### config.mk
export PLATFORM = sky130hd
export DESIGN_NAME = http_response_chunk_decoder_flat
export DESIGN_NICKNAME = d
export VERILOG_FILES = /design/src/rtl/core/hrcd_pkg.sv /design/src/rtl/core/hrcd_in_if.sv /design/src/rtl/core/hrcd_out_if.sv /design/src/rtl/core/hrcd_step.sv /design/src/rtl/core/hrcd_outq.sv /design/src/rtl/core/http_response_chunk_decoder.sv /design/src/flat_wrapper.sv
export SDC_FILE = /design/constraint.sdc
export NUM_CORES = 1
export LEC_CHECK = 0
export BUFFER_PORTS_ARGS = -buffer_cell sky130_fd_sc_hd__buf_2
export CAP_MARGIN = 10
export CORE_MARGIN = 8
export CORE_UTILIZATION = 43
export DETAILED_ROUTE_END_ITERATION = 8
export SYNTH_ARGS = -nofsm -noshare
export SYNTH_HDL_FRONTEND = slang
export SYNTH_SLANG_ARGS = --single-unit
### constraint.sdc
create_clock -name clk -period 8.6 [get_ports clk]
set_input_delay 1.72 -clock clk [delete_from_list [all_inputs] [get_ports clk]]
set_output_delay 1.72 -clock clk [all_outputs]
set_load 0.01 [all_outputs]
### src/rtl/core/hrcd_pkg.sv
// ----------------------------------------------------------------------------
// hrcd_pkg
// Types, constants and helpers shared by the HTTP chunked response decoder.
// ----------------------------------------------------------------------------
package hrcd_pkg;

	localparam int CHUNK_LENGTH_BITS = 32;
	localparam int Q_DEPTH           = 4;
	localparam int Q_AW              = $clog2(Q_DEPTH);
	localparam int KW_LEN            = 7;

	localparam logic [7:0] CH_CR    = 8'h0D;
	localparam logic [7:0] CH_LF    = 8'h0A;
	localparam logic [7:0] CH_SPACE = 8'h20;
	localparam logic [7:0] CH_ZERO  = 8'h30;
	localparam logic [7:0] CH_NINE  = 8'h39;
	localparam logic [7:0] CH_LC_C  = 8'h63;

	localparam logic [9:0] STATUS_MAX = 10'd999;

	typedef enum logic [1:0] {
		ERR_NONE      = 2'd0,
		ERR_CHUNK_END = 2'd1,
		ERR_TRUNC     = 2'd2,
		ERR_OVERFLOW  = 2'd3
	} err_t;

	typedef enum logic [3:0] {
		PH_SL_PRE  = 4'd0,
		PH_SL_CODE = 4'd1,
		PH_HEADER  = 4'd2,
		PH_RAW     = 4'd3,
		PH_LEN     = 4'd4,
		PH_EXT     = 4'd5,
		PH_LEN_LF  = 4'd6,
		PH_DATA    = 4'd7,
		PH_END_CR  = 4'd8,
		PH_END_LF  = 4'd9,
		PH_DONE    = 4'd10,
		PH_ERR     = 4'd11
	} phase_t;

	typedef struct packed {
		logic [7:0] body_byte;
		logic       is_summary;
		logic [9:0] http_status;
		err_t       error_kind;
		logic       was_chunked;
	} result_t;

	// up to two results from one item, in order
	typedef struct packed {
		logic    push0;
		logic    push1;
		result_t res0;
		result_t res1;
	} push_t;

	function automatic logic [7:0] kw_char(input logic [2:0] pos);
		logic [7:0] c;
		case (pos)
			3'd0:    c = 8'h63; // c
			3'd1:    c = 8'h68; // h
			3'd2:    c = 8'h75; // u
			3'd3:    c = 8'h6E; // n
			3'd4:    c = 8'h6B; // k
			3'd5:    c = 8'h65; // e
			3'd6:    c = 8'h64; // d
			default: c = 8'h00;
		endcase
		return c;
	endfunction

	// {valid, value}
	function automatic logic [4:0] hex_decode(input logic [7:0] b);
		logic [4:0] r;
		if (b >= 8'h30 && b <= 8'h39) begin
			r = {1'b1, b[3:0]};
		end else if ((b >= 8'h61 && b <= 8'h66) || (b >= 8'h41 && b <= 8'h46)) begin
			r = {1'b1, b[3:0] + 4'd9};
		end else begin
			r = 5'd0;
		end
		return r;
	endfunction

endpackage

### src/rtl/core/hrcd_in_if.sv
// ----------------------------------------------------------------------------
// hrcd_in_if
// Raw response byte channel.
// ----------------------------------------------------------------------------
interface hrcd_in_if;
	logic       valid;
	logic       ready;
	logic [7:0] data_byte;
	logic       end_of_response;

	modport source (output valid, output data_byte, output end_of_response, input ready);
	modport sink   (input valid, input data_byte, input end_of_response, output ready);
endinterface

### src/rtl/core/hrcd_out_if.sv
// ----------------------------------------------------------------------------
// hrcd_out_if
// Decoded body byte / summary channel.
// ----------------------------------------------------------------------------
interface hrcd_out_if;
	logic       valid;
	logic       ready;
	logic [7:0] body_byte;
	logic       is_summary;
	logic [9:0] http_status;
	logic [1:0] error_kind;
	logic       was_chunked;

	modport source (output valid, output body_byte, output is_summary, output http_status,
		output error_kind, output was_chunked, input ready);
	modport sink   (input valid, input body_byte, input is_summary, input http_status,
		input error_kind, input was_chunked, output ready);
endinterface

### src/rtl/core/hrcd_step.sv
// ----------------------------------------------------------------------------
// hrcd_step
// Input register and parser state; one byte processed per cycle while the result queue has room.
// ----------------------------------------------------------------------------
module hrcd_step #(
	parameter int CHUNK_LENGTH_BITS = hrcd_pkg::CHUNK_LENGTH_BITS
) (
	input  logic            clk,
	input  logic            arst_n,
	input  logic            in_valid,
	input  logic [7:0]      in_byte,
	input  logic            in_last,
	output logic            in_ready,
	input  logic            room,
	output hrcd_pkg::push_t push
);

	localparam int W = CHUNK_LENGTH_BITS;

	logic             valid_s1;
	logic [7:0]       byte_s1;
	logic             last_s1;

	hrcd_pkg::phase_t phase_q, phase_n;
	logic [9:0]       acc_q, acc_n;
	logic [2:0]       mpos_q, mpos_n;
	logic             seen_q, seen_n;
	logic [1:0]       lend_q, lend_n;
	logic [W-1:0]     rem_q, rem_n;
	logic [3:0]       digits_q, digits_n;
	hrcd_pkg::err_t   err_q, err_n;

	logic             fire;
	logic             emit;
	logic             blank;
	logic [4:0]       hx;
	logic [13:0]      prod;
	logic [W-1:0]     rem_dec;
	hrcd_pkg::err_t   sum_err;
	hrcd_pkg::result_t body_r, sum_r;

	assign fire     = valid_s1 && room;
	assign in_ready = !valid_s1 || room;

	always_ff @(posedge clk or negedge arst_n) begin
		if (!arst_n) begin
			valid_s1 <= 1'b0;
		end else if (in_valid && in_ready) begin
			valid_s1 <= 1'b1;
		end else if (fire) begin
			valid_s1 <= 1'b0;
		end
	end

	always_ff @(posedge clk) begin
		if (in_valid && in_ready) begin
			byte_s1 <= in_byte;
			last_s1 <= in_last;
		end
	end

	always_comb begin
		phase_n  = phase_q;
		acc_n    = acc_q;
		mpos_n   = mpos_q;
		seen_n   = seen_q;
		lend_n   = lend_q;
		rem_n    = rem_q;
		digits_n = digits_q;
		err_n    = err_q;
		emit     = 1'b0;
		blank    = 1'b0;
		hx       = hrcd_pkg::hex_decode(byte_s1);
		prod     = ({4'd0, acc_q} << 3) + ({4'd0, acc_q} << 1)
			+ {10'd0, byte_s1[3:0]};
		rem_dec  = rem_q - {{(W-1){1'b0}}, 1'b1};

		case (phase_q)
			hrcd_pkg::PH_SL_PRE, hrcd_pkg::PH_SL_CODE, hrcd_pkg::PH_HEADER: begin
				if (phase_q == hrcd_pkg::PH_SL_PRE) begin
					if (byte_s1 == hrcd_pkg::CH_SPACE) begin
						phase_n = hrcd_pkg::PH_SL_CODE;
					end else if (byte_s1 == hrcd_pkg::CH_CR) begin
						phase_n = hrcd_pkg::PH_HEADER;
					end
				end else if (phase_q == hrcd_pkg::PH_SL_CODE) begin
					if (byte_s1 >= hrcd_pkg::CH_ZERO && byte_s1 <= hrcd_pkg::CH_NINE) begin
						acc_n = (prod > {4'd0, hrcd_pkg::STATUS_MAX}) ?
							hrcd_pkg::STATUS_MAX : prod[9:0];
					end else begin
						phase_n = hrcd_pkg::PH_HEADER;
					end
				end
				// keyword search
				if (byte_s1 == hrcd_pkg::kw_char(mpos_q)) begin
					if (mpos_q == 3'(hrcd_pkg::KW_LEN - 1)) begin
						seen_n = 1'b1;
						mpos_n = 3'd0;
					end else begin
						mpos_n = mpos_q + 3'd1;
					end
				end else begin
					mpos_n = (byte_s1 == hrcd_pkg::CH_LC_C) ? 3'd1 : 3'd0;
				end
				// blank line search
				if (byte_s1 == hrcd_pkg::CH_CR) begin
					lend_n = (lend_q == 2'd2) ? 2'd3 : 2'd1;
				end else if (byte_s1 == hrcd_pkg::CH_LF) begin
					if (lend_q == 2'd3) begin
						lend_n = 2'd0;
						blank  = 1'b1;
					end else begin
						lend_n = (lend_q == 2'd1) ? 2'd2 : 2'd0;
					end
				end else begin
					lend_n = 2'd0;
				end
				if (blank) begin
					rem_n    = '0;
					digits_n = 4'd0;
					phase_n  = seen_n ? hrcd_pkg::PH_LEN : hrcd_pkg::PH_RAW;
				end
			end
			hrcd_pkg::PH_RAW: begin
				emit = 1'b1;
			end
			hrcd_pkg::PH_LEN: begin
				if (hx[4]) begin
					if (rem_q[W-1:W-4] != 4'd0) begin
						err_n   = hrcd_pkg::ERR_OVERFLOW;
						phase_n = hrcd_pkg::PH_ERR;
					end else begin
						rem_n = {rem_q[W-5:0], hx[3:0]};
						if (digits_q != 4'd15) begin
							digits_n = digits_q + 4'd1;
						end
					end
				end else if (byte_s1 == hrcd_pkg::CH_CR) begin
					phase_n = hrcd_pkg::PH_LEN_LF;
				end else begin
					phase_n = hrcd_pkg::PH_EXT;
				end
			end
			hrcd_pkg::PH_EXT: begin
				if (byte_s1 == hrcd_pkg::CH_CR) begin
					phase_n = hrcd_pkg::PH_LEN_LF;
				end
			end
			hrcd_pkg::PH_LEN_LF: begin
				if (byte_s1 == hrcd_pkg::CH_LF) begin
					if (rem_q == '0) begin
						phase_n = (digits_q != 4'd0) ? hrcd_pkg::PH_DONE : hrcd_pkg::PH_END_CR;
					end else begin
						phase_n = hrcd_pkg::PH_DATA;
					end
					digits_n = 4'd0;
				end else if (byte_s1 != hrcd_pkg::CH_CR) begin
					phase_n = hrcd_pkg::PH_EXT;
				end
			end
			hrcd_pkg::PH_DATA: begin
				emit  = 1'b1;
				rem_n = rem_dec;
				if (rem_dec == '0) begin
					phase_n = hrcd_pkg::PH_END_CR;
				end
			end
			hrcd_pkg::PH_END_CR: begin
				if (byte_s1 == hrcd_pkg::CH_CR) begin
					phase_n = hrcd_pkg::PH_END_LF;
				end else begin
					err_n   = hrcd_pkg::ERR_CHUNK_END;
					phase_n = hrcd_pkg::PH_ERR;
				end
			end
			hrcd_pkg::PH_END_LF: begin
				if (byte_s1 == hrcd_pkg::CH_LF) begin
					rem_n    = '0;
					digits_n = 4'd0;
					phase_n  = hrcd_pkg::PH_LEN;
				end else begin
					err_n   = hrcd_pkg::ERR_CHUNK_END;
					phase_n = hrcd_pkg::PH_ERR;
				end
			end
			default: begin
			end
		endcase

		sum_err = err_n;
		if (err_n == hrcd_pkg::ERR_NONE && phase_n != hrcd_pkg::PH_RAW
			&& phase_n != hrcd_pkg::PH_DONE) begin
			sum_err = hrcd_pkg::ERR_TRUNC;
		end

		body_r.body_byte   = byte_s1;
		body_r.is_summary  = 1'b0;
		body_r.http_status = 10'd0;
		body_r.error_kind  = hrcd_pkg::ERR_NONE;
		body_r.was_chunked = 1'b0;

		sum_r.body_byte   = 8'd0;
		sum_r.is_summary  = 1'b1;
		sum_r.http_status = acc_n;
		sum_r.error_kind  = sum_err;
		sum_r.was_chunked = seen_n;

		push.push0 = fire && (emit || last_s1);
		push.push1 = fire && emit && last_s1;
		push.res0  = emit ? body_r : sum_r;
		push.res1  = sum_r;
	end

	always_ff @(posedge clk or negedge arst_n) begin
		if (!arst_n) begin
			phase_q  <= hrcd_pkg::PH_SL_PRE;
			acc_q    <= 10'd0;
			mpos_q   <= 3'd0;
			seen_q   <= 1'b0;
			lend_q   <= 2'd0;
			rem_q    <= '0;
			digits_q <= 4'd0;
			err_q    <= hrcd_pkg::ERR_NONE;
		end else if (fire) begin
			if (last_s1) begin
				phase_q  <= hrcd_pkg::PH_SL_PRE;
				acc_q    <= 10'd0;
				mpos_q   <= 3'd0;
				seen_q   <= 1'b0;
				lend_q   <= 2'd0;
				rem_q    <= '0;
				digits_q <= 4'd0;
				err_q    <= hrcd_pkg::ERR_NONE;
			end else begin
				phase_q  <= phase_n;
				acc_q    <= acc_n;
				mpos_q   <= mpos_n;
				seen_q   <= seen_n;
				lend_q   <= lend_n;
				rem_q    <= rem_n;
				digits_q <= digits_n;
				err_q    <= err_n;
			end
		end
	end

endmodule

### src/rtl/core/hrcd_outq.sv
// ----------------------------------------------------------------------------
// hrcd_outq
// Result queue: takes up to two results a cycle, gives one a cycle while the reader is ready.
// ----------------------------------------------------------------------------
module hrcd_outq (
	input  logic              clk,
	input  logic              arst_n,
	input  hrcd_pkg::push_t   push,
	output logic              room,
	output logic              out_valid,
	input  logic              out_ready,
	output hrcd_pkg::result_t out_res
);

	localparam int AW = hrcd_pkg::Q_AW;

	hrcd_pkg::result_t mem_q [hrcd_pkg::Q_DEPTH];
	logic [AW-1:0]     wp_q;
	logic [AW-1:0]     rp_q;
	logic [AW:0]       cnt_q;
	logic              pop;
	logic [AW:0]       n_push;

	assign room      = cnt_q <= (AW+1)'(hrcd_pkg::Q_DEPTH - 2);
	assign out_valid = cnt_q != '0;
	assign out_res   = mem_q[rp_q];
	assign pop       = out_valid && out_ready;
	assign n_push    = (AW+1)'(push.push0) + (AW+1)'(push.push1);

	always_ff @(posedge clk) begin
		if (push.push0) begin
			mem_q[wp_q] <= push.res0;
		end
		if (push.push1) begin
			mem_q[wp_q + AW'(1)] <= push.res1;
		end
	end

	always_ff @(posedge clk or negedge arst_n) begin
		if (!arst_n) begin
			wp_q  <= '0;
			rp_q  <= '0;
			cnt_q <= '0;
		end else begin
			wp_q  <= wp_q + n_push[AW-1:0];
			rp_q  <= rp_q + AW'(pop);
			cnt_q <= cnt_q + n_push - (AW+1)'(pop);
		end
	end

endmodule

### src/rtl/core/http_response_chunk_decoder.sv
// ----------------------------------------------------------------------------
// http_response_chunk_decoder
// Status code, chunked transfer decoding and end-of-response summary.
// Path: a byte is held in the input register, and its results are written to
// the result queue, which offers them on the result channel.
// Throughput: one byte per cycle; the final byte of a response, when it is a
// body byte, gives two results, which leave the result queue at one per cycle;
// input stalls while the queue holds more than two results.
// Reset: arst_n clears parser state and empties the queue at once.
// ----------------------------------------------------------------------------
module http_response_chunk_decoder #(
	parameter int CHUNK_LENGTH_BITS = hrcd_pkg::CHUNK_LENGTH_BITS
) (
	input  logic  clk,
	input  logic  arst_n,
	hrcd_in_if.sink    stream,
	hrcd_out_if.source result
);

	hrcd_pkg::push_t   push;
	hrcd_pkg::result_t res;
	logic              room;

	hrcd_step #(
		.CHUNK_LENGTH_BITS(CHUNK_LENGTH_BITS)
	) u_step (
		.clk      (clk),
		.arst_n   (arst_n),
		.in_valid (stream.valid),
		.in_byte  (stream.data_byte),
		.in_last  (stream.end_of_response),
		.in_ready (stream.ready),
		.room     (room),
		.push     (push)
	);

	hrcd_outq u_outq (
		.clk       (clk),
		.arst_n    (arst_n),
		.push      (push),
		.room      (room),
		.out_valid (result.valid),
		.out_ready (result.ready),
		.out_res   (res)
	);

	assign result.body_byte   = res.body_byte;
	assign result.is_summary  = res.is_summary;
	assign result.http_status = res.http_status;
	assign result.error_kind  = res.error_kind;
	assign result.was_chunked = res.was_chunked;

endmodule
### src/flat_wrapper.sv
// flat-port wrapper written by rule: the top's interface ports become plain ports
module http_response_chunk_decoder_flat 
#(
	parameter int CHUNK_LENGTH_BITS = hrcd_pkg::CHUNK_LENGTH_BITS
)
  (clk, arst_n, stream_valid, stream_data_byte, stream_end_of_response, stream_ready, result_valid, result_body_byte, result_is_summary, result_http_status, result_error_kind, result_was_chunked, result_ready);
  hrcd_in_if stream_i ();
  hrcd_out_if result_i ();
  input  logic clk;
  input  logic arst_n;
  input wire logic [$bits(stream_i.valid)-1:0] stream_valid;
  input wire logic [$bits(stream_i.data_byte)-1:0] stream_data_byte;
  input wire logic [$bits(stream_i.end_of_response)-1:0] stream_end_of_response;
  output wire logic [$bits(stream_i.ready)-1:0] stream_ready;
  output wire logic [$bits(result_i.valid)-1:0] result_valid;
  output wire logic [$bits(result_i.body_byte)-1:0] result_body_byte;
  output wire logic [$bits(result_i.is_summary)-1:0] result_is_summary;
  output wire logic [$bits(result_i.http_status)-1:0] result_http_status;
  output wire logic [$bits(result_i.error_kind)-1:0] result_error_kind;
  output wire logic [$bits(result_i.was_chunked)-1:0] result_was_chunked;
  input wire logic [$bits(result_i.ready)-1:0] result_ready;
  assign stream_i.valid = stream_valid;
  assign stream_i.data_byte = stream_data_byte;
  assign stream_i.end_of_response = stream_end_of_response;
  assign stream_ready = stream_i.ready;
  assign result_valid = result_i.valid;
  assign result_body_byte = result_i.body_byte;
  assign result_is_summary = result_i.is_summary;
  assign result_http_status = result_i.http_status;
  assign result_error_kind = result_i.error_kind;
  assign result_was_chunked = result_i.was_chunked;
  assign result_i.ready = result_ready;
  http_response_chunk_decoder #(.CHUNK_LENGTH_BITS(CHUNK_LENGTH_BITS)) u_core (.clk(clk), .arst_n(arst_n), .stream(stream_i), .result(result_i));
endmodule
Yosys cells after proc, flatten, opt, wreduce, memory -nomap -nowiden. Memories as Yosys holds them, arrays and structs flattened. Index checks and enable logic that the tools add are counted.

Bits in registers: 75. Bits in latches: 0. Bits in writable memories: 88. ROM bits: 0. Bits of input ports: 13. Output and inout bits: 24. Logic and storage cells: 180. Memories: 1.

Memories: u_core.u_outq.mem_q (depth 4, bits a word 22, rd ports 1, clocked after Yosys merged registers in 0, write ports 2, line hrcd_outq.sv:17) `hrcd_pkg::result_t mem_q [hrcd_pkg::Q_DEPTH];`.

Add/sub/neg operators: 12. Multiply operators: 0. Divide/modulo/power cells: 0. Order comparisons: 8. Eq/ne operators: 33. Shift operators: 0. Multiplexer cells: 79. Bitwise logic cells: 0. Reduce and logical (&&, ||, !) cells: 33.

Operators by type and width (number): 2-to-1 mux 32 bit (5); case mux 32 bit (4 select lines) (1); 2-to-1 mux 4 bit (21); logical NOT 32 bit (2); 2-to-1 mux 10 bit (6); case mux 7 bit (7 select lines) (1); 2-to-1 mux 2 bit (16); subtractor 32 x 1 -> 32 bit (second input constant) (1); case mux 4 bit (7 select lines) (1); 2-to-1 mux 22 bit (1); 2-to-1 mux 1 bit (17); equality test 4 x 3 -> 1 bit (second input constant) (4); equality test 8 x 4 -> 1 bit (second input constant) (2); greater-or-equal comparator 8 x 7 -> 1 bit (second input constant) (2); <= comparator 8 x 7 -> 1 bit (second input constant) (2); 2-to-1 mux 3 bit (5); != test 3 bit (second input constant) (5); adder 13 x 11 -> 14 bit (1); adder 14 x 4 -> 14 bit (1); greater-than comparator 14 x 10 -> 1 bit (second input constant) (1); case mux 4 bit (3 select lines) (1); nonzero test 4 bit (3); logical AND 1 bit (11); 2-to-1 mux 5 bit (2); other kinds (42) (53).

Depth between registers and ports, before layout. Gate-level depths: netlist of the first run.

Depth in word-level cells: 14. Mapped depth: 14. Gate-level depth less buffers: 13.

Cells and area by module. A second synthesis of the first run with hierarchy kept.

Cells, all modules: 1002. Area, all modules: 10508.8 µm².

Modules (own cells, without submodules): hrcd_step (instances 1, cells each 751, area an instance 5839.4 µm², seq. area each 1746.7 µm²); hrcd_outq (instances 1, cells each 251, area an instance 4669.5 µm², seq. area each 2817.7 µm²).

Worst setup path after synthesis of the first run. Ideal clock, no wire load.

Path type: flip-flop to flip-flop. Start point: register u_core.u_step.byte_s1[3]. End point: memory u_core.u_outq.mem_q[0][3] (netlist bit) (data pin). Library setup time: 174 ps. Arrival: 3368 ps. Slack: 5057 ps. Stages on the path, launching flop included: 12. Path buffers: 1. Period minus slack after synthesis: 3543 ps. Cell sequence: edfxtp_1 fa_1 ha_1 a21o_1 a21oi_1 o21ai_0 a211oi_1 or4b_1 o311a_1 and2_1 clkbuf_1 a311oi_1.

RTL lines: start: declaration (line hrcd_step.sv:21) `logic [7:0] byte_s1;`; start signal: assignment (line hrcd_step.sv:57) `byte_s1 <= in_byte;`; end: declaration (line hrcd_outq.sv:17).

==> run metrics, run 1 <==
count of buffers from port buffering 36; Primary FF master, synth dfrtp_1; crit-path max FO 10; RSZ-0062 raised after global routing false; final instance area 10,750 um^2; wire per inst 18.27 um; outcome completed; Syn Area/Cell 9.148 um^2; GR Overflow Total 0; share of layout cells above drive strength 1 11.83%; Worst Tran Pin Value 1140 ps; Yosys top cell area share 18.82%; Synth Area in Adders 5.116%; post-layout min period 4206 ps; CTS H-tree lvls 4; mux share of post-synthesis cell area 5.412%; crit path capture type flip-flop; drt first pass iters 6; Hold Violations, Final 0; crit path DAT 4370 ps; CP Class flip-flop to flip-flop; clock latency on the worst-skew pair 440 ps; cts hold-fix bufs 0; Post-synth EDFFs 61; first-pass GRT wire length 41,540 um; post-CTS setup buffer count 0; Clk Tree Root Cell clkbuf_16; mapped cell area 9733 um^2; number of synthesized register bits 163; CTS resizes 0; Final nets 1,120; HP Class flip-flop to flip-flop; XOR/XNOR Fraction of Synth Area 1.967%; synth unique cells 78; Max Clock Skew 12.19 ps; initial antenna violation count 0; Initial Util 43.39%; setup_tns 0 ps; max_slew headroom 23.97%; fin. max-slew vios 0; TritonCTS clock tree yes; routed vias 8,073; post-synthesis simple-gate area fraction 21.57%; Tcrit/Tclk final 48.91%; Post-Route WL 24,980 um; ANT cells 0; routability cong. 0.8776; largest family of logic cells by synthesized area simple AND/OR/NAND/NOR gates; DR DRC count 0; Peak Freq 237.7 MHz; max-capacitance violation count 0; Gate Count Post-Synth 1,064; Die W 166.5 um; CTS Buf Count 17; CP Launch Type flip-flop; die area 27,710 um^2; Compound-Gate Fraction of Synth Area 18.76%; synth top area cells edfxtp_1 (19%), dfrtp_1 (17%), dfxtp_1 (7.4%); drt initial violations 677; Async SR Flop Fraction 40.49%; final setup vio count 0; Syn-to-layout area delta 10.48%; core footprint 22,430 um^2; Ys Warns 0; Total GRT Usage 18.19%; largest net degree at the start of global routing 67; antenna viol nets, final 0; register area share after synthesis 43.19%; pwr/cell area 238.2 nW/um^2; maximum VDD drop 0.1884 mV; Clock transition at path regs 80 ps; io pins 37; DP HPWL 17,160 um; CTS Sinks 163; cell taking the most area after synthesis edfxtp_1; vias per inst 5.906; instance area after placement 10,130 um^2; LEAKAGE 4.215 nW; Row Count 55; Synthesized Nets 1,115; Worst EP required 8760 ps; vias in the first global route 7,788; Die Span Y 166.5 um; clk buf depth 2
## logic make-up (layout without fill, tap and decap cells)
family / count (synthesis) / after routing
compound gates: 290 / 290
xor+xnor: 21 / 21
fa+ha+maj: 38 / 38
buf+inv: 98 / 116
flops: 163 / 163
mux: 25 / 25
simple gates: 429 / 429
## routing by layer
metal	part of all wire [%]	global-route usage, %	vias up
li1	-	-	3933
met5	0	0	-
met4	1.2	4.857	0
met3	5.1	3.475	28
met2	47	29.53	213
met1	47	24.52	3899
## through the flow
stage	utilization, %	hold WS (ps)	power [mW]	std cells	setup WS (ps)
finish	47.93	449.0	2.561	1367	4394
global route	47.93	489.4	2.705	1367	4169
global placement	45.16	435.4	1.786	1335	4525
floorplan	-	418.5	1.546	1064	5057
CTS	47.93	446.7	2.586	1367	4438
detailed placement	45.16	435.9	1.790	1335	4448
## cell usage in the layout, fill, tap and decap left out, types with 29 or more instances in the layout
cell type / n
edfxtp_1: 61
nor3_1: 43
a21oi_1: 84
nor2_1: 188
dfrtp_1: 66
buf_2: 35
nand2_1: 74
ha_1: 35
dfxtp_1: 36
o21ai_0: 75
inv_1: 29
## critical path, stage by stage (launching register included)
cell and delay (ps):
edfxtp_1 610, fa_1 570, ha_1 300, a21o_1 180, a21oi_1 250, o21ai_0 150
a211oi_1 370, or4b_1 510, o311a_1 410, a32oi_1 480, nor2_1 90
## power breakdown
part           internal, mW  total, mW  switching [mW]
logic                 0.305      0.781           0.476
registers             0.888      0.983          0.0957
clock network         0.401      0.797           0.396
## flip-flops by register name, indices dropped and copies added, names as in the netlist
signal and count:
u_core.u_step.lend_q 2, u_core.u_step.rem_q 32, u_core.u_outq.mem_q 88, u_core.u_step.valid_s1 1
u_core.u_step.seen_q 1, u_core.u_step.byte_s1 8, u_core.u_step.phase_q 4, u_core.u_outq.rp_q 2
u_core.u_step.err_q 2, u_core.u_outq.cnt_q 3, u_core.u_step.mpos_q 3, u_core.u_step.digits_q 4
u_core.u_step.last_s1 1, u_core.u_step.acc_q 10, u_core.u_outq.wp_q 2
## synth_stat cells (9+ instances only)
master	n
nor2_1	189
a21oi_1	84
o21ai_0	75
nand2_1	74
dfrtp_1	66
edfxtp_1	61
clkbuf_1	58
nor3_1	43
dfxtp_1	36
ha_1	35
inv_1	29
mux4_2	22
nand3_1	15
nand2b_1	14
o31ai_1	14
xnor2_1	14
nor2b_1	13
a32oi_1	12
o21ai_1	12
o22ai_1	11
a22oi_1	10
a311oi_1	10
a31oi_1	10
and2_1	9
## worst paths after layout
kind,startpoint,end,slack [ps],cells after the start
min in group asynchronous,arst_n,u_core.u_step.acc_q[9]$_DFFE_PN0P_,1410,1
min,u_core.u_outq.mem_q[3][13]$_SDFFE_PP1P_,u_core.u_outq.mem_q[3][13]$_SDFFE_PP1P_,450,2
max reg2reg,u_core.u_step.byte_s1[3]$_DFFE_PP_,u_core.u_outq.mem_q[2][7]$_DFFE_PP_,4390,10
min reg2reg,u_core.u_outq.mem_q[3][13]$_SDFFE_PP1P_,u_core.u_outq.mem_q[3][13]$_SDFFE_PP1P_,450,2
max in group asynchronous,arst_n,u_core.u_step.rem_q[6]$_DFFE_PN0P_,6580,1
max,u_core.u_step.byte_s1[3]$_DFFE_PP_,u_core.u_outq.mem_q[2][7]$_DFFE_PP_,4390,10
## area by class of cell
type / count / area [um^2]
Timing Repair Buffer: 53 / 310.3
Clock buffer: 17 / 425.4
Sequential cell: 163 / 4204
Tap cell: 285 / 356.6
Clock inverter: 15 / 196.4
Inverter: 31 / 116.4
Multi-Input combinational cell: 803 / 5144
Fill cell: 2137 / 11680
No activity file was read; power rests on OpenSTA's default activity.
==> run 2, diff against run 1 <==
==> constraint.sdc (replaced) <==
create_clock -name clk -period 3.5 [get_ports clk]
set_input_delay 0.7 -clock clk [delete_from_list [all_inputs] [get_ports clk]]
set_output_delay 0.7 -clock clk [all_outputs]
set_load 0.01 [all_outputs]
==> run metrics, run 2 (synthesis gave the netlist of run 1 again) <==
RSZ-0062 raised after global routing true; Clock transition at path regs 70 ps (about the same); r2r worst-path depth 12 (+2); fill count 2,083 (-2.5%); fin. max-slew vios 0 (unchanged); drt first pass iters 5 (-1); final setup vio count 2 (+2); clk buf depth 2 (unchanged); crit-path max FO 5 (-5); LEAKAGE 4.616 nW (+9.5%); Total GRT Usage 19.13% (+0.95 points); CP Launch Type flip-flop; DP HPWL 18,750 um (+9.3%); Internal Pwr Total 4.161 mW (+160%); switching power 2.358 mW (+140%); max_slew headroom 30.08% (+6.1 points); final setup margin -12.43 ps (-4406 ps); vias per inst 5.840 (-1.1%); Die Span Y 166.5 um (unchanged); vias in the first global route 8,421 (+8.1%); commonest non-fill, non-tap cell in the layout nor2_1; pwr/cell area 567.6 nW/um^2 (+140%); reg2reg start u_core.u_step.acc_q[0]$_DFFE_PN0P_; CP Class flip-flop to flip-flop; io pins 37 (unchanged); outcome finished, violations left; instance area after placement 10,720 um^2 (+5.8%); Hold Violations, Final 0 (unchanged); Max Clock Skew 12.27 ps (+0.08080 ps); Initial Util 43.39% (unchanged); worst r2r dst u_core.u_outq.mem_q[3][6]$_DFFE_PP_; Row Count 55 (unchanged); routed vias 8,433 (+4.5%); drt initial violations 589 (-13%); largest net degree at the start of global routing 40 (-40%); Switching Share 36.17% (-1.6 points); HP Class input port to asynchronous set/reset pin; cts hold-fix bufs 0 (unchanged); top flop regs u_core.u_outq.mem_q (88), u_core.u_step.rem_q (32), u_core.u_step.acc_q (10); crit path capture type flip-flop; Clk pwr share 28.4% (-2.7 points); crit path DAT 3670 ps (-700 ps); post-layout min period 3512 ps (-693.7 ps); most frequent CP cell fa_2; reg2reg setup slack -10 ps (-4410 ps); DR DRC count 0 (unchanged); count of buffers from port buffering 36 (unchanged); routability cong. 0.8891 (+1.3%); share of layout cells above drive strength 1 20.45% (+8.6 points); max reg flops 88 (unchanged); Tcrit/Tclk final 100.4% (+51 points); failing checks negative setup slack; most frequent cells in the layout nor2_1 (186), buf_4 (91), a21oi_1 (82), nand2_1 (73), o21ai_0 (73); ANT cells 0 (unchanged); antenna viol nets, final 0 (unchanged); crit-path cells fa_2, inv_2, fa_2, buf_6, xor2_2, nand2_1, nand4_1, or4b_4, o311a_4, a32oi_2, buf_4, nor2_1; first-pass GRT wire length 43,580 um (+4.9%); CTS H-tree lvls 4 (unchanged); Syn-to-layout area delta 17.98%; Die W 166.5 um (unchanged); Peak Freq 284.7 MHz (+20%); Clk Tree Root Cell clkbuf_16; core footprint 22,430 um^2 (unchanged); final instance area 11,480 um^2 (+6.8%); GR Overflow Total 0 (unchanged); Comb power frac 36.2% (+5.7 points); wire per inst 18.12 um (-0.85%); max-capacitance violation count 0 (unchanged); Tot Pwr 6.518 mW (+150%); Largest Register u_core.u_outq.mem_q; clock latency on the worst-skew pair 440 ps (about the same); CTS Sinks 163 (unchanged); Final nets 1,197 (+6.9%); Finished Core Util 51.19% (+3.3 points); die area 27,710 um^2 (unchanged); Worst EP required 3650 ps (-5110 ps); initial antenna violation count 0 (unchanged); Post-Route WL 26,160 um (+4.7%); maximum VDD drop 0.2442 mV (+30%); Hold WS 164.5 ps (-284.5 ps); CP max stage delay 620 ps (about the same); setup_tns -21.99 ps (-21.99 ps); Worst Tran Pin Value 1045 ps (-95.49 ps); sequential power share 35.4% (-3.0 points); CTS Buf Count 17 (unchanged); crit path max-delay cell type fa_2; TritonCTS clock tree yes
-- run 2: worst max-delay path by stage --
stage                                        from                                  end  slack (ps)  cells after the start
3_5_place_dp   u_core.u_step.acc_q[2]$_DFFE_PN0P_  u_core.u_outq.mem_q[0][5]$_DFFE_PP_        -210                     10
2_1_floorplan  u_core.u_step.acc_q[2]$_DFFE_PN0P_  u_core.u_outq.mem_q[0][5]$_DFFE_PP_         -10                     11
4_1_cts        u_core.u_step.acc_q[2]$_DFFE_PN0P_  u_core.u_outq.mem_q[3][6]$_DFFE_PP_         -30                     11
5_1_grt        u_core.u_step.acc_q[0]$_DFFE_PN0P_  u_core.u_outq.mem_q[3][7]$_DFFE_PP_        -150                     13
6_report       u_core.u_step.acc_q[0]$_DFFE_PN0P_  u_core.u_outq.mem_q[3][6]$_DFFE_PP_         -10                     12
3_3_place_gp   u_core.u_step.acc_q[2]$_DFFE_PN0P_  u_core.u_outq.mem_q[1][6]$_DFFE_PP_        -160                     11
-- run 2: power groups by stage --
stage	clock network, mW	registers, mW	logic [mW]
4_1_cts	1.88	2.31	2.33
2_1_floorplan	0	2.32	1.50
5_1_grt	1.95	2.33	2.61
6_report	1.85	2.31	2.36
3_3_place_gp	0	2.34	2.29
3_5_place_dp	0	2.35	2.30
-- run 2: layout make-up --
cell class / instances / area [um^2] / area share [%]
multi-input combinational: 803 / 5321 / 46.34
tap: 285 / 356.6 / 3.105
clock buffer: 20 / 467.9 / 4.075
clock inverter: 12 / 111.4 / 0.9697
inverter: 31 / 116.4 / 1.013
timing repair buffer: 130 / 905.9 / 7.888
sequential: 163 / 4204 / 36.61
-- run 2: repair_timing --
action	CTS	global route
pin swaps	9	8
setup endpoints to repair	25	48
gates resized for setup	10	23
buffers inserted	0	3
-- run 2: metrics by stage --
step | worst slack (ps) | cells
2_1_floorplan | -14.20 | 1064
3_3_place_gp | -160.9 | 1409
3_5_place_dp | -207.7 | 1409
4_1_cts | -28.31 | 1441
5_1_grt | -149.4 | 1444
6_report | -12.43 | 1444
-- run 2: layer usage --
layer	vias to the layer above	wire (um)	track usage (%)
met5	-	0	0
met4	0	474	6.228
met3	35	1214	3.499
met2	232	13080	33.16
met1	4104	11390	23.75
li1	4062	-	-
-- run 2: worst max-delay path: cells and delay by family, from the launching register on --
kind	cells	cell delay (ps)
adders and majority gates	2	970
and+or+nand+nor	4	770
AOI/OAI and AO/OA	2	580
DFF	1	400
buffers and inverters	3	340
xor gates and xnor gates	1	170
